==> config.mk <==
export PLATFORM = sky130hd
export DESIGN_NAME = wall_column_texture_mapper
export DESIGN_NICKNAME = d
export VERILOG_FILES = /design/src/wcm_pkg.sv /design/src/wcm_front.sv /design/src/wcm_back.sv /design/src/wall_column_texture_mapper.sv
export SDC_FILE = /design/constraint.sdc
export NUM_CORES = 2
export LEC_CHECK = 0
export BUFFER_PORTS_ARGS = -buffer_cell sky130_fd_sc_hd__buf_4
export CAP_MARGIN = 5
export CORE_UTILIZATION = 68
export CTS_BUF_LIST = sky130_fd_sc_hd__clkbuf_8
export DETAILED_ROUTE_END_ITERATION = 16
export PLACE_DENSITY = 0.88
export SYNTH_ARGS = -nofsm -noshare
export SYNTH_HDL_FRONTEND = slang
export SYNTH_SLANG_ARGS = --single-unit
==> constraint.sdc <==
create_clock -name aclk -period 22.8 [get_ports aclk]
set_input_delay 3.42 -clock aclk [delete_from_list [all_inputs] [get_ports aclk]]
set_output_delay 3.42 -clock aclk [all_outputs]
set_load 0.005 [all_outputs]
==> src/wcm_pkg.sv <==
package wcm_pkg;

    typedef struct packed {
        logic        command;
        logic [11:0] column_x;
        logic        side;
        logic signed [15:0] dir_x;
        logic signed [15:0] dir_y;
        logic [31:0] pos_x;
        logic [31:0] pos_y;
        logic [31:0] distance;
        logic [15:0] wall_height;
        logic [11:0] wall_start;
        logic [11:0] wall_end;
        logic [11:0] start_row;
    } wcm_in_t;

    typedef struct packed {
        logic [24:0] pixel_index;
        logic [1:0]  texture_select;
        logic [11:0] texel_index;
        logic        in_window;
        logic        last;
    } wcm_out_t;

    typedef struct packed {
        logic busy;
        logic active;
        logic pop;
    } wcm_status_t;

    localparam logic CMD_START = 1'b0;
    localparam logic CMD_STEP  = 1'b1;

    localparam logic [1:0] REG_WINDOW_WIDTH  = 2'd0;
    localparam logic [1:0] REG_WINDOW_HEIGHT = 2'd1;
    localparam logic [1:0] REG_FRAME_PITCH   = 2'd2;

endpackage

==> src/wcm_front.sv <==
module wcm_front
    import wcm_pkg::*;
(
    input  logic    aclk,
    input  logic    aresetn,
    input  logic    s_valid,
    output logic    s_ready,
    input  wcm_in_t s_data,
    output logic    q_valid,
    output wcm_in_t q_data,
    input  logic    q_pop
);

    wcm_in_t    mem_reg [2];
    logic       wr_ptr_reg;
    logic       rd_ptr_reg;
    logic [1:0] count_reg;
    logic       push;

    assign s_ready = count_reg != 2'd2;
    assign push    = s_valid && s_ready;
    assign q_valid = count_reg != 2'd0;
    assign q_data  = mem_reg[rd_ptr_reg];

    always_ff @(posedge aclk) begin
        if (push) begin
            mem_reg[wr_ptr_reg] <= s_data;
        end
    end

    always_ff @(posedge aclk) begin
        if (!aresetn) begin
            wr_ptr_reg <= 1'b0;
            rd_ptr_reg <= 1'b0;
            count_reg  <= 2'd0;
        end else begin
            if (push) begin
                wr_ptr_reg <= ~wr_ptr_reg;
            end
            if (q_pop) begin
                rd_ptr_reg <= ~rd_ptr_reg;
            end
            count_reg <= count_reg + {1'b0, push} - {1'b0, q_pop};
        end
    end

endmodule

==> src/wcm_back.sv <==
module wcm_back
    import wcm_pkg::*;
#(
    parameter int TEX_WIDTH  = 64,
    parameter int TEX_HEIGHT = 64
) (
    input  logic        aclk,
    input  logic        aresetn,
    input  logic        q_valid,
    input  wcm_in_t     q_data,
    output logic        q_pop,
    input  logic [12:0] window_width,
    input  logic [12:0] window_height,
    input  logic [13:0] frame_pitch,
    output logic        m_valid,
    input  logic        m_ready,
    output wcm_out_t    m_data,
    output wcm_status_t status
);

    localparam int TWB = $clog2(TEX_WIDTH);
    localparam int THB = $clog2(TEX_HEIGHT);
    localparam int DW  = THB + 17;
    localparam int CW  = $clog2(DW + 1);
    localparam logic [DW-1:0] DIVIDEND = DW'(TEX_HEIGHT) << 16;

    localparam logic [1:0] S_IDLE = 2'd0;
    localparam logic [1:0] S_MUL  = 2'd1;
    localparam logic [1:0] S_DIV  = 2'd2;
    localparam logic [1:0] S_POS  = 2'd3;

    logic [1:0]  state_reg;
    logic        side_reg, dy_neg_reg, dx_pos_reg;
    logic [15:0] pos_frac_reg;
    logic [31:0] dist_reg;
    logic signed [15:0] dsel_reg;
    logic [15:0] height_reg;
    logic [11:0] wstart_reg;
    logic [11:0] wend_reg;
    logic [11:0] srow_reg;
    logic [29:0] prod_reg;
    logic [16:0] rem_reg;
    logic [DW-1:0] quo_reg;
    logic [CW-1:0] cnt_reg;

    logic [31:0] step_reg;
    logic [47:0] tpos_reg;
    logic [12:0] crow_reg;
    logic [11:0] erow_reg;
    logic [11:0] ccol_reg;
    logic [11:0] tcol_reg;
    logic [1:0]  sel_reg;
    logic        active_reg;

    logic        m_valid_reg;
    wcm_out_t    m_data_reg;

    logic        out_free;
    logic        do_step;
    logic        do_start;
    logic        do_drop;

    logic signed [48:0] prod_full;
    logic [15:0]        frac;
    logic [TWB-1:0]     tx;
    logic               mirror;
    logic [16:0]        trial;
    logic               ge;
    logic signed [17:0] offset;
    logic signed [50:0] pos_full;
    logic [THB-1:0]     trow;
    logic [THB+TWB-1:0] texel_full;
    logic [26:0]        pix_full;
    logic               is_last;

    assign out_free = !m_valid_reg || m_ready;
    assign do_start = state_reg == S_IDLE && q_valid && q_data.command == CMD_START;
    assign do_drop  = state_reg == S_IDLE && q_valid && q_data.command == CMD_STEP
                      && !active_reg;
    assign do_step  = state_reg == S_IDLE && q_valid && q_data.command == CMD_STEP
                      && active_reg && out_free;
    assign q_pop    = do_start || do_drop || do_step;

    assign prod_full = $signed({1'b0, dist_reg}) * dsel_reg;
    assign frac      = pos_frac_reg + prod_reg[29:14];
    assign mirror    = (!side_reg && dx_pos_reg) || (side_reg && dy_neg_reg);
    assign tx        = mirror ? ~frac[15 -: TWB] : frac[15 -: TWB];

    assign trial = {rem_reg[15:0], quo_reg[DW-1]};
    assign ge    = trial >= {1'b0, height_reg};

    assign offset   = $signed({6'b0, wstart_reg}) - $signed({6'b0, window_height[12:1]})
                      + $signed({3'b0, height_reg[15:1]});
    assign pos_full = offset * $signed({1'b0, step_reg});

    assign trow       = tpos_reg[16 +: THB];
    assign texel_full = {trow, tcol_reg[TWB-1:0]};
    assign pix_full   = crow_reg * frame_pitch + {15'b0, ccol_reg};
    assign is_last    = crow_reg == {1'b0, erow_reg};

    always_ff @(posedge aclk) begin
        if (do_start) begin
            side_reg     <= q_data.side;
            dy_neg_reg   <= q_data.dir_y[15];
            dx_pos_reg   <= !q_data.dir_x[15] && q_data.dir_x != 16'sd0;
            pos_frac_reg <= q_data.side ? q_data.pos_x[15:0] : q_data.pos_y[15:0];
            dist_reg     <= q_data.distance;
            dsel_reg     <= q_data.side ? q_data.dir_x : q_data.dir_y;
            height_reg   <= q_data.wall_height == 16'd0 ? 16'd1 : q_data.wall_height;
            wstart_reg   <= q_data.wall_start;
            wend_reg     <= q_data.wall_end;
            srow_reg     <= q_data.start_row;
            ccol_reg     <= q_data.column_x;
        end
        if (state_reg == S_MUL) begin
            prod_reg <= prod_full[29:0];
            rem_reg  <= 17'd0;
            quo_reg  <= DIVIDEND;
            cnt_reg  <= CW'(DW);
        end
        if (state_reg == S_DIV) begin
            if (cnt_reg == CW'(DW)) begin
                tcol_reg <= 12'(tx);
            end
            rem_reg  <= ge ? trial - {1'b0, height_reg} : trial;
            quo_reg  <= {quo_reg[DW-2:0], ge};
            cnt_reg  <= cnt_reg - 1'b1;
            step_reg <= 32'({quo_reg[DW-2:0], ge});
        end
        if (state_reg == S_POS) begin
            tpos_reg <= pos_full[47:0];
            crow_reg <= {1'b0, srow_reg};
            erow_reg <= wend_reg;
        end
        if (do_step) begin
            m_data_reg.pixel_index    <= pix_full[24:0];
            m_data_reg.texture_select <= sel_reg;
            m_data_reg.texel_index    <= 12'(texel_full);
            m_data_reg.in_window      <= crow_reg < window_height
                                         && {1'b0, ccol_reg} < window_width;
            m_data_reg.last           <= is_last;
            tpos_reg                  <= tpos_reg + {16'b0, step_reg};
            crow_reg                  <= crow_reg + 13'd1;
        end
    end

    always_ff @(posedge aclk) begin
        if (!aresetn) begin
            state_reg   <= S_IDLE;
            active_reg  <= 1'b0;
            sel_reg     <= 2'd0;
            m_valid_reg <= 1'b0;
        end else begin
            case (state_reg)
                S_IDLE: begin
                    if (do_start) begin
                        active_reg <= 1'b0;
                        state_reg  <= S_MUL;
                        if (q_data.side) begin
                            sel_reg <= q_data.dir_y[15] ? 2'd2 : 2'd3;
                        end else begin
                            sel_reg <= q_data.dir_x[15] ? 2'd0 : 2'd1;
                        end
                    end
                    if (do_step && (is_last || crow_reg > {1'b0, erow_reg})) begin
                        active_reg <= 1'b0;
                    end
                end
                S_MUL: begin
                    state_reg <= S_DIV;
                end
                S_DIV: begin
                    if (cnt_reg == CW'(1)) begin
                        state_reg <= S_POS;
                    end
                end
                S_POS: begin
                    active_reg <= srow_reg <= wend_reg;
                    state_reg  <= S_IDLE;
                end
                default: begin
                    state_reg <= S_IDLE;
                end
            endcase
            if (do_step) begin
                m_valid_reg <= 1'b1;
            end else if (m_ready) begin
                m_valid_reg <= 1'b0;
            end
        end
    end

    assign m_valid       = m_valid_reg;
    assign m_data        = m_data_reg;
    assign status.busy   = state_reg != S_IDLE;
    assign status.active = active_reg;
    assign status.pop    = q_pop;

endmodule

==> src/wall_column_texture_mapper.sv <==
// Channel   Ports                          Payload
// input     s_valid / s_ready              s_data (wcm_in_t)
// result    m_valid / m_ready              m_data (wcm_out_t)
// config    cfg_valid / cfg_ready          cfg_index, cfg_data
//
// A row step transaction leaves the queue and its result is registered on the output in the cycle after.
// A column start passes through the back end's multiply, bit-serial divide (for the vertical
// step) and position states before the back end pops the next item from the queue.
// Synchronous active-low reset clears control state; config resets to 640/480/640.
// A stalled result output holds row steps in the queue; starts still proceed.
module wall_column_texture_mapper
    import wcm_pkg::*;
#(
    parameter int TEX_WIDTH  = 64,
    parameter int TEX_HEIGHT = 64
) (
    input  logic        aclk,
    input  logic        aresetn,
    input  logic        s_valid,
    output logic        s_ready,
    input  wcm_in_t     s_data,
    output logic        m_valid,
    input  logic        m_ready,
    output wcm_out_t    m_data,
    input  logic        cfg_valid,
    output logic        cfg_ready,
    input  logic [1:0]  cfg_index,
    input  logic [13:0] cfg_data
);

    logic [12:0] window_width_reg;
    logic [12:0] window_height_reg;
    logic [13:0] frame_pitch_reg;
    logic        q_valid;
    logic        q_pop;
    wcm_in_t     q_data;
    wcm_status_t status;

    assign cfg_ready = 1'b1;

    always_ff @(posedge aclk) begin
        if (!aresetn) begin
            window_width_reg  <= 13'd640;
            window_height_reg <= 13'd480;
            frame_pitch_reg   <= 14'd640;
        end else if (cfg_valid) begin
            case (cfg_index)
                REG_WINDOW_WIDTH:  window_width_reg  <= cfg_data[12:0];
                REG_WINDOW_HEIGHT: window_height_reg <= cfg_data[12:0];
                REG_FRAME_PITCH:   frame_pitch_reg   <= cfg_data;
                default: ;
            endcase
        end
    end

    wcm_front u_front (
        .aclk    (aclk),
        .aresetn (aresetn),
        .s_valid (s_valid),
        .s_ready (s_ready),
        .s_data  (s_data),
        .q_valid (q_valid),
        .q_data  (q_data),
        .q_pop   (q_pop)
    );

    wcm_back #(
        .TEX_WIDTH  (TEX_WIDTH),
        .TEX_HEIGHT (TEX_HEIGHT)
    ) u_back (
        .aclk          (aclk),
        .aresetn       (aresetn),
        .q_valid       (q_valid),
        .q_data        (q_data),
        .q_pop         (q_pop),
        .window_width  (window_width_reg),
        .window_height (window_height_reg),
        .frame_pitch   (frame_pitch_reg),
        .m_valid       (m_valid),
        .m_ready       (m_ready),
        .m_data        (m_data),
        .status        (status)
    );

    a_full_has_data: assert property (@(posedge aclk) disable iff (!aresetn)
        !s_ready |-> q_valid) else $error("queue full but empty");

    a_no_pop_in_setup: assert property (@(posedge aclk) disable iff (!aresetn)
        status.busy |-> !status.pop) else $error("pop during column setup");

    a_result_needs_column: assert property (@(posedge aclk) disable iff (!aresetn)
        $rose(m_valid) |-> $past(status.active)) else $error("result without column");

endmodule

# After elaboration in Yosys (flattened, before gate mapping)
# Memory sizes are Yosys's and may differ from the RTL's. A register that Yosys moved wholly into a read port is not among the register bits.
# Cells that the tools add are included.
# totals
output_inout_bits	44
n_memories	1
regBits	398
inputBits	215
mem_bits_rw	388
# memory_table
name	words	width	rd	rd_clocked_by_memory_dff	write_ports	line_no	rtl
u_front.mem_reg	2	194	1	1	1	wcm_front.sv:14	wcm_in_t mem_reg [2];
# op_classes
mul	3
mux	29
bitwise	4
n_lt_le_gt_ge	5
n_addsub	10
reduce_logical	37
n_eq_ne	12
# op_table
op	count
$mux W48	2
$mux W16	5
$add A48 B23 Y48	1
$mux W23	2
$mul A18 B24 Y42	1
$mul A33 B16 Y30	1
$mux W13	2
$add A25 B12 Y25	1
$mul A13 B14 Y25	1
$add A13 B16 Y17	1
$ge A17 B16 Y1	1
$add A16 B16 Y16	1
$logic_not A16 Y1	1
$reduce_bool A16 Y1	1
$sub A16 B16 Y16	1
$reduce_and A2 Y1	7
$add A13 B1 Y13 const B	1
$eq A13 B12 Y1	1
$gt A13 B12 Y1	1
$lt A12 B13 Y1	1
$lt A13 B13 Y1	1
$sub A12 B12 Y13	1
$le A12 B12 Y1	1
$logic_and A1 B1 Y1	12
other kinds (22)	52

# Longest topological paths before layout
# depth
ltp_word	8
mapped_depth	45
ltp_nobuf	45

# Cells and area by module
# A second synthesis with hierarchy kept.
# unflattened
hier_cells	4675
area_unflattened_um2	55497.0
# by_module_without_submodules
module	area_per_inst_um2	cells_per_inst	n_inst
wcm_back	38983.6	3885	1
wcm_front	14935.6	632	1
wall_column_texture_mapper	1577.8	158	1

# Worst setup path after synthesis
# No wires, ideal clock.
# synth_path
kind	input port to flip-flop
startpoint	input port s_valid
endpoint	memory u_front.mem_reg[0][0] in the netlist's numbering (enable)
path_stages	2
n_path_buf	0
t_required_ps	22117
setup_slack_ps	11959
arrival_ps	10158
path_cell_list	nand2_1 > nor2_1
# synth_via
elab_chain_len	3
# synth_lines
element	line_no	rtl
start: declaration	wall_column_texture_mapper.sv:19	input logic s_valid,
$logic_and A1 B1 Y1	wcm_front.sv:21	assign push = s_valid && s_ready;
$mux W1	wcm_front.sv:26	if (push) begin
$mux W1 (not written as such)	wcm_front.sv:27	mem_reg[wr_ptr_reg] <= s_data;
end: declaration	wcm_front.sv:14	
# Every way passes these cells.

# Worst setup path in the final report
# layout_path
startpoint	register window_height_reg[2]
endpoint	register u_back.tpos_reg[21] (data pin)
# layout_via
elab_chain_len	5
# layout_lines
element	line_no	rtl
start: declaration	wall_column_texture_mapper.sv:32	logic [12:0] window_height_reg;
start signal: assignment	wall_column_texture_mapper.sv:49	REG_WINDOW_HEIGHT: window_height_reg <= cfg_data[12:0];
$sub A12 B12 Y13	wcm_back.sv:92	assign offset = $signed({6'b0, wstart_reg}) - $signed({6'b0, window_height[12:1]})
$add A13 B16 Y17	wcm_back.sv:93	+ $signed({3'b0, height_reg[15:1]});
$mul A18 B24 Y42	wcm_back.sv:94	assign pos_full = offset * $signed({1'b0, step_reg});
$mux W48	wcm_back.sv:130	if (state_reg == S_POS) begin
$mux W48	wcm_back.sv:135	if (do_step) begin
end signal: assignment	wcm_back.sv:131	tpos_reg <= pos_full[47:0];
end signal: assignment	wcm_back.sv:142	tpos_reg <= tpos_reg + {16'b0, step_reg};
end: declaration	wcm_back.sv:47	logic [47:0] tpos_reg;
# Every way passes these cells. The select of a mux whose other input is x is not followed.
# A chain may end at the register's enable or synchronous reset.

==> qor.yml <==
status: "completed"
startpoint_type: "register"
critPathSlowestCell: "fa_1"
min_from: "u_back.tcol_reg[1]"
first_pass_iters: 6
grt_util_all_layers_pct: 31.21
synthArstFlopShare_pct: 0
fin_area_mm2: 0.05693
timing.rr.end: "u_back.tpos_reg[21]"
die_h_um: 278.8
cts_tree: "done"
ant_nets: 0
crit_family: "adder cells"
die-area_mm2: 0.07774
nNetsFinal: 6016
fmax_mhz: 96.09
skew_ns: 0.04437
clock-sinks: 676
largest_reg_flops: 320
critPathArrivalTime_ns: 10.89
num_rows: 101
hold_end: "u_back.m_data[3]"
start_util_pct: 68.72
finalWorstSetupSlack_ns: 12.39
final_max_slew_viol_count: 0
syn_to_final_growth_pct: 9.264
drt-total-wl_um: 117400
worstMarginPinSlew_ns: 1.175
antenna_found_initial: 9
ios: 259
synth_area_per_cell_um2: 11.21
yosys.area.top_type: "edfxtp_1"
path_clk_slew_ns: 0.07
yosysUniqueCellTypes: 74
drv_cap: 0
max-slew-margin-rel_pct: 21.43
hold_depth: 0
synth_warnings: 0
setup_viol: 0
postSynthCellCount: 4647
drive_gt1_share_pct: 10.76
synth_top_area_share_pct: 36.02
cts_buffers: 105
synth-seq-cells: 676
synth_area_leaders: "edfxtp_1 36%, fa_1 23%, ha_1 9.1%"
fin_crit_sh_pct: 45.64
fillerInstances: 4655
crit_required_ns: 23.28
r2r_setup_slack_ns: 12.39
synth-edff-count: 625
hpwl_um: 85380
pre_cts_slack_ns: 12.52
port_buffers: 223
grt_max_degree: 162
ctsHoldBuffers: 0
rsz0062_at_grt: "no"
cts_setup_buffers: 0
grt_pass1_vias: 37060
hp-class: "reg -> reg"
clock_path_buffers: 3
reg2reg_from: "window_height_reg[2]"
synth_commonest_cells: "828 x inv_1, 625 x edfxtp_1, 609 x nand2_1"
grt_pass1_wl_um: 189000
cpPeakStageDelay_ns: 0.59
h-tree-depth: 3
cts_root_buffer: "clkbuf_8"
drt_iter0_drc: 2793
yosysSeqAreaShare_pct: 37.98
placed_area_mm2: 0.05464
crit_path_end_kind: "register"
num_vias: 34260
gp_congestion: 0.9183
hold_viol: 0
drc: 0
yosysMostFrequentCell: "inv_1"
avgRoutedWirePerCell_um: 19.91
core_mm2: 0.07582
die_w_um: 278.8
insertion_delay_ns: 0.77
reg2reg_depth: 43
fin_tns_setup_ns: 0
path_class: "reg -> reg"
timing.critical_path.buf_inv: 3
crit_top_cell: "xnor2_1"
worstPathMaxFanout: 7
synth_flop_cell: "edfxtp_1"
netlist_area_mm2: 0.05210
gr-total-overflow: 0
cts_resized: 0
syn_nets: 5829
viasPerCell: 5.808
post-route-min-period_ns: 10.41
## worst max-delay path by stage
stage | start | to | cells past startpoint
detailed placement | window_height_reg[2] | u_back.tpos_reg[21] | 43
CTS | window_height_reg[2] | u_back.tpos_reg[21] | 43
global route | window_height_reg[2] | u_back.tpos_reg[21] | 41
global placement | window_height_reg[2] | u_back.tpos_reg[21] | 43
floorplan | s_valid | u_front.mem_reg[0][0] | 2
finish | window_height_reg[2] | u_back.tpos_reg[21] | 43
## stage by stage
stage / instances / util, % / hold WS [ns]
finish: 5899 / 75.09 / 0.4099
global route: 5898 / 75.08 / 0.4265
detailed placement: 5705 / 72.06 / 0.4045
floorplan: 4647 / - / 0.4003
CTS: 5894 / 75.07 / 0.4127
global placement: 5705 / 72.06 / 0.4040
## metal layers
layer	track usage, %	wire length (µm)	share of wire [%]
met4	16.75	6359	5.4
met2	53.69	58930	50
met5	0	63	0.054
met1	36.62	42570	36
met3	6.870	9495	8.1
## kinds of logic after synthesis
group	count (synthesis)	share of synthesized area [%]
AO/OA/AOI/OAI	433	5.441
XOR/XNOR	191	3.211
adder cells (fa/ha/maj)	967	31.68
buffers and inverters	1000	7.223
flip-flops	676	37.98
multiplexers	149	3.088
other	1	0.007197
AND/OR/NAND/NOR	1230	11.37
## layout by cell type, fill, tap and decap left out, types with 6 or more instances in the layout
| cell type | instances |
|---|---|
| o21a_1 | 27 |
| a211oi_1 | 37 |
| nand3_1 | 22 |
| dfxtp_1 | 50 |
| clkinv_1 | 11 |
| o211ai_1 | 8 |
| a21o_1 | 46 |
| nand2_1 | 609 |
| nor4_1 | 14 |
| nand2b_1 | 34 |
| ha_1 | 378 |
| bufinv_16 | 7 |
| nor3_1 | 19 |
| o31ai_1 | 6 |
| mux2i_1 | 55 |
| nor2b_1 | 77 |
| and2_1 | 309 |
| and3_1 | 14 |
| fa_1 | 587 |
| buf_4 | 250 |
| mux2_2 | 94 |
| or3_1 | 6 |
| o21bai_1 | 9 |
| clkinv_2 | 12 |
| nor2_1 | 90 |
| clkbuf_8 | 122 |
| xnor2_1 | 136 |
| a21boi_0 | 45 |
| edfxtp_1 | 625 |
| nand4_1 | 10 |
| xor2_1 | 51 |
| o21ai_0 | 86 |
| a21oi_1 | 118 |
| inv_1 | 856 |
## area by class of cell
cell class              count  area (µm²)  share of cell area, %
repair buffers            251        1897                  3.332
clock inverters            67       599.3                  1.053
inverters                 829        3112                  5.466
clock buffers             122        1679                  2.949
well taps                 978        1224                  2.149
multi-input cells        2971       28620                  50.26
flip-flops and latches    676       19790                  34.77
diodes                      5       12.51                0.02198
Power is left out: the tool's default activity adds up to more than one toggle a clock period on the data nets, which glitch-free logic cannot reach.
